File: src/rtl/core/sre_pkg.sv
// ----------------------------------------------------------------------------
// sre_pkg
// Types and the per-item encode step shared by the range encoder modules.
// ----------------------------------------------------------------------------
package sre_pkg;

    localparam int RES_MAX   = 4;   // result bytes one item can cause
    localparam int CNT_W     = 3;   // holds 0..RES_MAX
    localparam logic [1:0] RUN_SAT = 2'd3;
    localparam logic [1:0] RUN_HIT = 2'd2;

    // Encoder state kept between items
    typedef struct packed {
        logic [7:0] prev;
        logic [1:0] rise;
        logic [1:0] fall;
        logic       started;
        logic [7:0] pend0;
        logic [7:0] pend1;
        logic [1:0] pcnt;
    } sre_state_t;

    // Result bytes of one item, oldest in slot 0
    typedef struct packed {
        logic [RES_MAX-1:0][7:0] bytes;
        logic [RES_MAX-1:0]      lasts;
        logic [CNT_W-1:0]        n;
    } sre_emit_t;

    typedef struct packed {
        sre_state_t st;
        sre_emit_t  em;
    } sre_work_t;

    function automatic sre_work_t emit_byte(sre_work_t w, logic [7:0] b, logic fin);
        sre_work_t r;
        r = w;
        if (w.em.n < CNT_W'(RES_MAX))
        begin
            r.em.bytes[w.em.n[1:0]] = b;
            r.em.lasts[w.em.n[1:0]] = fin;
            r.em.n                  = w.em.n + CNT_W'(1);
        end
        return r;
    endfunction

    // Append one byte to the holdback pair; the oldest leaves when full
    function automatic sre_work_t produce(sre_work_t w, logic [7:0] b);
        sre_work_t r;
        r = w;
        if (w.st.pcnt >= 2'd2)
        begin
            r          = emit_byte(w, w.st.pend0, 1'b0);
            r.st.pend0 = w.st.pend1;
            r.st.pend1 = b;
            r.st.pcnt  = 2'd2;
        end
        else if (w.st.pcnt == 2'd0)
        begin
            r.st.pend0 = b;
            r.st.pcnt  = 2'd1;
        end
        else
        begin
            r.st.pend1 = b;
            r.st.pcnt  = 2'd2;
        end
        return r;
    endfunction

    function automatic logic [1:0] sat_inc(logic [1:0] c);
        return (c == RUN_SAT) ? RUN_SAT : c + 2'd1;
    endfunction

    // One input item: next state and the bytes it releases
    function automatic sre_work_t encode_step(sre_state_t s, logic [7:0] v, logic fin,
                                              logic [7:0] mark_up, logic [7:0] mark_dn);
        sre_work_t  w;
        logic       hold;
        logic [1:0] old;
        logic [7:0] prev;
        w.st = s;
        w.em = '0;
        hold = 1'b0;
        prev = s.prev;
        old  = 2'd0;
        if (!s.started)
        begin
            w.st.rise    = 2'd0;
            w.st.fall    = 2'd0;
            w.st.pcnt    = 2'd0;
            w.st.prev    = v;
            w.st.started = 1'b1;
            w            = produce(w, v);
        end
        else
        begin
            // rising run, no wrap past 255
            if ({1'b0, v} == {1'b0, prev} + 9'd1)
            begin
                old       = w.st.rise;
                w.st.rise = sat_inc(old);
                if (old == RUN_HIT)
                begin
                    w.st.pcnt = 2'd0;
                    w         = produce(w, mark_up);
                end
                if (w.st.rise == RUN_SAT && !fin)
                begin
                    w.st.prev = v;
                    hold      = 1'b1;
                end
            end
            else
            begin
                if (w.st.rise == RUN_SAT)
                    w = produce(w, prev);
                w.st.rise = 2'd0;
            end
            // falling run, no wrap below 0
            if (!hold)
            begin
                if (prev != 8'd0 && v == prev - 8'd1)
                begin
                    old       = w.st.fall;
                    w.st.fall = sat_inc(old);
                    if (old == RUN_HIT)
                    begin
                        w.st.pcnt = 2'd0;
                        w         = produce(w, mark_dn);
                    end
                    if (w.st.fall == RUN_SAT && !fin)
                    begin
                        w.st.prev = v;
                        hold      = 1'b1;
                    end
                end
                else
                begin
                    if (w.st.fall == RUN_SAT)
                        w = produce(w, prev);
                    w.st.fall = 2'd0;
                end
            end
            if (!hold)
            begin
                w         = produce(w, v);
                w.st.prev = v;
            end
        end
        // end of stream: flush the holdback pair
        if (fin)
        begin
            if (w.st.pcnt != 2'd0)
                w = emit_byte(w, w.st.pend0, w.st.pcnt == 2'd1);
            if (w.st.pcnt == 2'd2)
                w = emit_byte(w, w.st.pend1, 1'b1);
            w.st.pcnt    = 2'd0;
            w.st.started = 1'b0;
            w.st.rise    = 2'd0;
            w.st.fall    = 2'd0;
        end
        return w;
    endfunction

endpackage

File: src/rtl/core/sre_core.sv
// ----------------------------------------------------------------------------
// sre_core
// Encoder state and the single-pass step logic for one registered item.
// ----------------------------------------------------------------------------
module sre_core #(
    parameter int MAX_VALUE = 120
) (
    input  logic               clk,
    input  logic               rst_n,
    input  logic               advance,
    input  logic [7:0]         value,
    input  logic               last_item,
    output sre_pkg::sre_emit_t emit
);
    import sre_pkg::*;

    localparam logic [7:0] MarkUp = 8'(MAX_VALUE + 1);
    localparam logic [7:0] MarkDn = 8'(MAX_VALUE + 2);

    sre_state_t state_reg;
    sre_work_t  step;

    always_comb
    begin
        step = encode_step(state_reg, value, last_item, MarkUp, MarkDn);
        emit = step.em;
    end

    // control state and holdback bytes; the bytes are read only below the count
    always_ff @(posedge clk or negedge rst_n)
    begin
        if (!rst_n)
            state_reg <= '0;
        else if (advance)
            state_reg <= step.st;
    end

endmodule

File: src/rtl/core/sre_obuf.sv
// ----------------------------------------------------------------------------
// sre_obuf
// Result register: holds the bytes of one item and shifts them out one a beat.
// ----------------------------------------------------------------------------
module sre_obuf (
    input  logic               clk,
    input  logic               rst_n,
    input  logic               load,
    input  sre_pkg::sre_emit_t emit,
    output logic               can_load,
    output logic               m_axis_tvalid,
    input  logic               m_axis_tready,
    output logic [7:0]         m_axis_tdata,   // [7:0] code_byte
    output logic               m_axis_tlast    // last_byte
);
    import sre_pkg::*;

    logic [RES_MAX-1:0][7:0] bytes_reg, bytes_next;
    logic [RES_MAX-1:0]      lasts_reg, lasts_next;
    logic [CNT_W-1:0]        cnt_reg, cnt_next;
    logic                    pop;

    assign pop      = (cnt_reg != '0) && m_axis_tready;
    assign can_load = (cnt_reg == '0) || (cnt_reg == CNT_W'(1) && m_axis_tready);

    always_comb
    begin
        bytes_next = bytes_reg;
        lasts_next = lasts_reg;
        cnt_next   = cnt_reg;
        if (load)
        begin
            bytes_next = emit.bytes;
            lasts_next = emit.lasts;
            cnt_next   = emit.n;
        end
        else if (pop)
        begin
            // advance to the next byte
            bytes_next = bytes_reg >> 8;
            lasts_next = lasts_reg >> 1;
            cnt_next   = cnt_reg - CNT_W'(1);
        end
    end

    always_ff @(posedge clk or negedge rst_n)
    begin
        if (!rst_n)
            cnt_reg <= '0;
        else
            cnt_reg <= cnt_next;
    end

    always_ff @(posedge clk)
    begin
        bytes_reg <= bytes_next;
        lasts_reg <= lasts_next;
    end

    assign m_axis_tvalid = (cnt_reg != '0);
    assign m_axis_tdata  = bytes_reg[0];
    assign m_axis_tlast  = lasts_reg[0];

endmodule

File: src/rtl/core/sequential_range_encoder.sv
// ----------------------------------------------------------------------------
// sequential_range_encoder
// Byte stream encoder that folds rising or falling runs of four or more
// values into start value, run marker and end value.
// ----------------------------------------------------------------------------
//
//  channel  | dir | tdata          | tlast      | accepted when
//  ---------+-----+----------------+------------+----------------------------
//  s_axis   | in  | [7:0] value    | last_item  | s_axis_tvalid & tready
//  m_axis   | out | [7:0] code_byte| last_byte  | m_axis_tvalid & tready
//
//  Flow: an item waits in the input register, then the step logic loads all
//  its result bytes (zero to four) into the result register in one pass. The
//  single-byte result port then sends them one a beat, and the next item can
//  load as the last byte leaves.
//  Reset: rst_n clears the run counters, stream flag, holdback count and both
//  valid flags at once; no clearing pass.
//  Stalls: the input register keeps taking items while the result register
//  drains its last byte; tready drops only while that register is busy.
//
module sequential_range_encoder #(
    parameter int MAX_VALUE = 120
) (
    input  logic       clk,
    input  logic       rst_n,
    input  logic       s_axis_tvalid,
    output logic       s_axis_tready,
    input  logic [7:0] s_axis_tdata,    // [7:0] value
    input  logic       s_axis_tlast,    // last_item
    output logic       m_axis_tvalid,
    input  logic       m_axis_tready,
    output logic [7:0] m_axis_tdata,    // [7:0] code_byte
    output logic       m_axis_tlast     // last_byte
);
    import sre_pkg::*;

    // input register
    logic       in_valid_reg;
    logic [7:0] value_reg;
    logic       last_reg;

    logic       advance;
    logic       can_load;
    logic       in_accept;
    sre_emit_t  emit;

    // hand the registered item to the step logic once the result side frees up
    assign advance       = in_valid_reg && can_load;
    assign s_axis_tready = !in_valid_reg || advance;
    assign in_accept     = s_axis_tvalid && s_axis_tready;

    always_ff @(posedge clk or negedge rst_n)
    begin
        if (!rst_n)
            in_valid_reg <= 1'b0;
        else if (s_axis_tready)
            in_valid_reg <= s_axis_tvalid;
    end

    // payload: capture on accept, hold otherwise
    always_ff @(posedge clk)
    begin
        if (in_accept)
        begin
            value_reg <= s_axis_tdata;
            last_reg  <= s_axis_tlast;
        end
    end

    // run detection, holdback pair and flush
    sre_core #(
        .MAX_VALUE (MAX_VALUE)
    ) u_core (
        .clk       (clk),
        .rst_n     (rst_n),
        .advance   (advance),
        .value     (value_reg),
        .last_item (last_reg),
        .emit      (emit)
    );

    // result register, one byte a beat
    sre_obuf u_obuf (
        .clk           (clk),
        .rst_n         (rst_n),
        .load          (advance),
        .emit          (emit),
        .can_load      (can_load),
        .m_axis_tvalid (m_axis_tvalid),
        .m_axis_tready (m_axis_tready),
        .m_axis_tdata  (m_axis_tdata),
        .m_axis_tlast  (m_axis_tlast)
    );

endmodule

File: config.mk
export PLATFORM = sky130hd
export DESIGN_NAME = sequential_range_encoder
export DESIGN_NICKNAME = d
export VERILOG_FILES = /design/src/rtl/core/sre_pkg.sv /design/src/rtl/core/sre_core.sv /design/src/rtl/core/sre_obuf.sv /design/src/rtl/core/sequential_range_encoder.sv
export SDC_FILE = /design/constraint.sdc
export NUM_CORES = 1
export LEC_CHECK = 0
export BUFFER_PORTS_ARGS = -buffer_cell sky130_fd_sc_hd__buf_2
export CORE_MARGIN = 5
export CORE_UTILIZATION = 64
export DETAILED_ROUTE_END_ITERATION = 6
export PLACE_DENSITY = 0.83
export SKIP_LAST_GASP = 1
export SLEW_MARGIN = 15
export SYNTH_ARGS = -nofsm -noshare
export SYNTH_HDL_FRONTEND = slang
export SYNTH_HIERARCHICAL = 1
export SYNTH_SLANG_ARGS = --single-unit
File: constraint.sdc
create_clock -name clk -period 7.3 [get_ports clk]
set_clock_uncertainty 0.2 [all_clocks]
set_input_delay 0.365 -clock clk [delete_from_list [all_inputs] [get_ports clk]]
set_output_delay 0.365 -clock clk [all_outputs]
set_load 0.1 [all_outputs]
==> PnR_summary.wiki <==
{| class="wikitable"
! Metric !! Value
|-
| Slew at the pin closest to its max-slew limit || 1.20 ns
|-
| Netlist area before placement || 7440 µm²
|-
| Clock tree from TritonCTS || done
|-
| Outcome || finished, violations left
|-
| Cell count after synthesis || 794
|-
| Mean cell area of the mapped netlist || 9.37 µm²
|-
| Post-CTS setup buffer count || 0
|-
| Multiplexer share of the synthesized area || 0.0786
|-
| Cell-internal power || 1.67 mW
|-
| Final WS setup || 0.522 ns
|-
| Distinct cell type count of the synthesized netlist || 112
|-
| Core ar. || 11,400 µm²
|-
| Sequential fraction of design power || 0.301
|-
| Pre-CTS worst setup slack || 0.632 ns
|-
| Worst-case hold slack || 0.0257 ns
|-
| Final critical path time including I/O delays and setup || 6.78 ns
|-
| Slew headroom || 0.192
|-
| Via density || 7.29
|-
| Fraction of the cycle the final worst path needs || 0.928
|-
| Worst vdd rail ir drop || 551 µV
|-
| Initial antenna violation count || 0
|-
| Simple-Gate Fraction of Synth Area || 0.165
|-
| Type of destination of the critical path || register
|-
| Most frequent CP cell || sky130_fd_sc_hd__ha_1
|-
| Number of fillers in the final layout || 882
|-
| Switching Power || 1.74 mW
|-
| CP Cell Sequence || inv_1, ha_1, xor2_1, a311o_1, a211oi_4, o211a_4, o21ai_1, nand2_1, inv_1, ha_1, o32a_2, ha_1, mux2i_1, nand2b_1, ha_1, mux2_2, inv_1, ha_1, and3_1, nand4_1, buf_4, and3_1, a211o_1, mux2_4
|-
| Critical setup path kind || reg -> reg
|-
| Clock latency reported for the late side of the worst-skew pair || 0.35 ns
|-
| DRC violation total after the first TritonRoute iteration || 1,066
|-
| Vertical die dimension || 118 µm
|-
| Kind of cell adding the most delay to the critical path || compound AO/OA/AOI/OAI gates
|-
| Post-CTS Resized || 0
|-
| Final count of negative-setup-slack endpoints || 0
|-
| Async SR Flop Fraction || 0.438
|-
| Antenna-violating nets left || 0
|-
| Number of flops mapped to enable cells by yosys || 45
|-
| Switching share of power || 0.510
|-
| Post-synth net total || 825
|-
| Area growth from synthesis to layout || 2.09%
|-
| Share of Yosys cell area claimed by the top area cell type || 0.182
|-
| Post-detailed-placement half-perimeter wirelength || 16,900 µm
|-
| Largest family of logic cells by synthesized area || compound AO/OA/AOI/OAI gates
|-
| Number of global-route vias before repair || 6,287
|-
| Number of flip-flops and latches in the synthesized netlist || 80
|-
| Synthesized-area fraction occupied by ao, oa, aoi and oai cells || 0.297
|-
| Pins over their slew limit || 0
|-
| Startpoint class of the critical path || register
|-
| Synthesized-area fraction occupied by xor and xnor cells || 0.0220
|-
| Slowest-stage cell, CP || sky130_fd_sc_hd__dfrtp_1
|-
| Initial core utilization || 0.651
|-
| Clock group share of total power || 0.155
|-
| Sequential cell area || 2230 µm²
|-
| Yosys warning count || 6
|-
| Final weighted congestion in routability-driven placement || 1.04
|-
| Total Power || 3.42 mW
|-
| Comb power frac || 0.544
|-
| # H-tree levels || 3
|-
| Critical path data required time || 7.21 ns
|-
| Highest clock rate || 148 MHz
|-
| Clock Path Buffers || 2
|-
| Failing checks || DRC
|-
| Top FF cell, synth || sky130_fd_sc_hd__edfxtp_1
|-
| Horizontal die dimension || 118 µm
|-
| Area of the multi-input gates || 4410 µm²
|-
| Cell taking the most area after synthesis || sky130_fd_sc_hd__edfxtp_1
|-
| Number of nets in the layout || 785
|-
| Adder-cell share of the synthesized area || 0.0303
|-
| Pin count of the biggest net entering global routing || 52
|-
| Data arrival time of the critical path || 6.68 ns
|-
| Critical path buffer and inverter count || 4
|-
| Routed wire length || 23,400 µm
|-
| Wire length of the first global-routing pass || 36,100 µm
|-
| Number of detailed-routing iterations run before antenna repair || 7
|-
| Cell types with the largest area share after synthesis || sky130_fd_sc_hd__edfxtp_1 18%, sky130_fd_sc_hd__dfrtp_1 12%, sky130_fd_sc_hd__buf_4 5.3%
|-
| Largest stage delay, worst path || 0.62 ns
|-
| Clock transition at path regs || 0.06 ns
|-
| Clock root buffer || sky130_fd_sc_hd__clkbuf_16
|-
| Inserted Clock Buffers || 9
|-
| Register area share after synthesis || 0.299
|-
| Total gr overflow || 0
|-
| Number of clock sinks || 80
|-
| Top library cells by usage in the layout, fill and taps aside || 62 x sky130_fd_sc_hd__nor2_1, 60 x sky130_fd_sc_hd__nand2_1, 50 x sky130_fd_sc_hd__a21oi_1
|-
| Final routed wire length divided by cell count || 26.0 µm
|-
| Number of remaining DRC errors || 4
|-
| DR vias || 6,572
|-
| Crit-path max FO || 23
|-
| Class of the worst hold path || in -> reg
|-
| End-of-flow core utilization || 0.665
|-
| Total Die Area || 13,900 µm²
|-
| Unrepaired setup endpoints after global routing || false
|-
| Reported max-cap violation count || 0
|-
| Fin Setup TNS || 0 ns
|-
| Combined global-route utilization of all metal layers || 0.333
|-
| Flip-flop count of the largest register after layout || 31
|-
| Pwr/cell area || 450 nW/µm²
|-
| # diodes || 0
|-
| Number of buffers inserted for hold repair after clock tree synthesis || 10
|-
| Static leakage power || 3.01 nW
|-
| Share of layout cells above drive strength 1 || 0.195
|-
| I/O pins || 24
|-
| Site row count || 39
|-
| Port-buffer cells || 23
|-
| Most common library cell in the layout ignoring fill and taps || sky130_fd_sc_hd__nor2_1
|-
| Hold Violations, Final || 0
|}
## worst reg2reg max path, stage by stage, from the launching register on
cell                       delay (ns)
sky130_fd_sc_hd__dfrtp_1         0.62
sky130_fd_sc_hd__inv_1           0.17
sky130_fd_sc_hd__ha_1            0.34
sky130_fd_sc_hd__xor2_1          0.19
sky130_fd_sc_hd__a311o_1         0.34
sky130_fd_sc_hd__a211oi_4        0.34
sky130_fd_sc_hd__o211a_4         0.39
sky130_fd_sc_hd__o21ai_1         0.20
sky130_fd_sc_hd__nand2_1         0.20
sky130_fd_sc_hd__inv_1           0.09
sky130_fd_sc_hd__ha_1            0.29
sky130_fd_sc_hd__o32a_2          0.41
sky130_fd_sc_hd__ha_1            0.29
sky130_fd_sc_hd__mux2i_1         0.06
sky130_fd_sc_hd__nand2b_1        0.20
sky130_fd_sc_hd__ha_1            0.35
sky130_fd_sc_hd__mux2_2          0.30
sky130_fd_sc_hd__inv_1           0.09
sky130_fd_sc_hd__ha_1            0.24
sky130_fd_sc_hd__and3_1          0.18
sky130_fd_sc_hd__nand4_1         0.10
sky130_fd_sc_hd__buf_4           0.26
sky130_fd_sc_hd__and3_1          0.16
sky130_fd_sc_hd__a211o_1         0.26
sky130_fd_sc_hd__mux2_4          0.25
## final cells by class
class                           count  share of cell area
Sequential cell                    80               0.293
Inverter                           35              0.0173
Tap cell                          143              0.0236
Timing Repair Buffer               44              0.0392
Clock buffer                       10              0.0302
Multi-Input combinational cell    584               0.581
Clock inverter                      6              0.0152
## stage by stage
step | cells | cell area [µm²]
2_1_floorplan | 794 | 7440
3_3_place_gp | 876 | 7150
3_5_place_dp | 876 | 7150
4_1_cts | 902 | 7590
5_1_grt | 902 | 7590
6_report | 902 | 7590
## power by group through the flow
stage	clock network [mW]	registers, mW	logic (mW)
floorplan	0	0.861	1.59
global placement	0	1.01	1.74
detailed placement	0	1.02	1.79
CTS	0.535	1.02	1.80
global route	0.557	1.05	1.95
finish	0.529	1.03	1.86
## metal layers
| layer | wire length (µm) | vias up | GRT usage |
|---|---|---|---|
| li1 | - | 2899 | - |
| met1 | 9100 | 3081 | 0.446 |
| met2 | 10300 | 469 | 0.490 |
| met3 | 2980 | 123 | 0.109 |
| met4 | 1040 | 0 | 0.149 |
| met5 | 0 | - | 0 |
## cell families (layout without fill, tap and decap cells)
family / after synthesis / in the layout
adders and majority gates: 18 / 18
muxes: 46 / 46
buffers and inverters: 130 / 95
DFF: 80 / 80
AOI/OAI and AO/OA: 262 / 262
xor gates and xnor gates: 17 / 17
and+or+nand+nor: 241 / 241
## cell usage after synthesis (8+ instances only)
| cell | count |
|---|---|
| sky130_fd_sc_hd__a21o_1 | 12 |
| sky130_fd_sc_hd__a21oi_1 | 50 |
| sky130_fd_sc_hd__a22oi_1 | 9 |
| sky130_fd_sc_hd__a31oi_1 | 10 |
| sky130_fd_sc_hd__and2_1 | 17 |
| sky130_fd_sc_hd__and3_1 | 10 |
| sky130_fd_sc_hd__buf_4 | 53 |
| sky130_fd_sc_hd__clkbuf_1 | 20 |
| sky130_fd_sc_hd__dfrtp_1 | 35 |
| sky130_fd_sc_hd__edfxtp_1 | 45 |
| sky130_fd_sc_hd__ha_1 | 18 |
| sky130_fd_sc_hd__inv_1 | 33 |
| sky130_fd_sc_hd__mux2_2 | 11 |
| sky130_fd_sc_hd__mux2_4 | 22 |
| sky130_fd_sc_hd__mux2i_1 | 13 |
| sky130_fd_sc_hd__nand2_1 | 60 |
| sky130_fd_sc_hd__nand3_1 | 30 |
| sky130_fd_sc_hd__nand4_1 | 12 |
| sky130_fd_sc_hd__nor2_1 | 62 |
| sky130_fd_sc_hd__nor3_1 | 13 |
| sky130_fd_sc_hd__o2111ai_1 | 8 |
| sky130_fd_sc_hd__o211ai_1 | 12 |
| sky130_fd_sc_hd__o21ai_0 | 28 |
| sky130_fd_sc_hd__o221ai_1 | 18 |
| sky130_fd_sc_hd__xnor2_1 | 8 |
## worst paths after layout
check	start	to	slack [ns]	depth (start not counted)
hold / removal	s_axis_tvalid	in_valid_reg$_DFFE_PN0P_	0.03	2
setup / recovery	u_core/state_reg[23]$_DFFE_PN0P_	u_obuf/bytes_reg[12]$_DFFE_PP_	0.52	24
max in group asynchronous	rst_n	u_core/state_reg[18]$_DFFE_PN0P_	5.90	2
hold reg to reg	in_valid_reg$_DFFE_PN0P_	in_valid_reg$_DFFE_PN0P_	0.34	2
min in group asynchronous	rst_n	u_core/state_reg[22]$_DFFE_PN0P_	0.46	2
setup reg to reg	u_core/state_reg[23]$_DFFE_PN0P_	u_obuf/bytes_reg[12]$_DFFE_PP_	0.52	24
(Power assumes the default switching activity.)
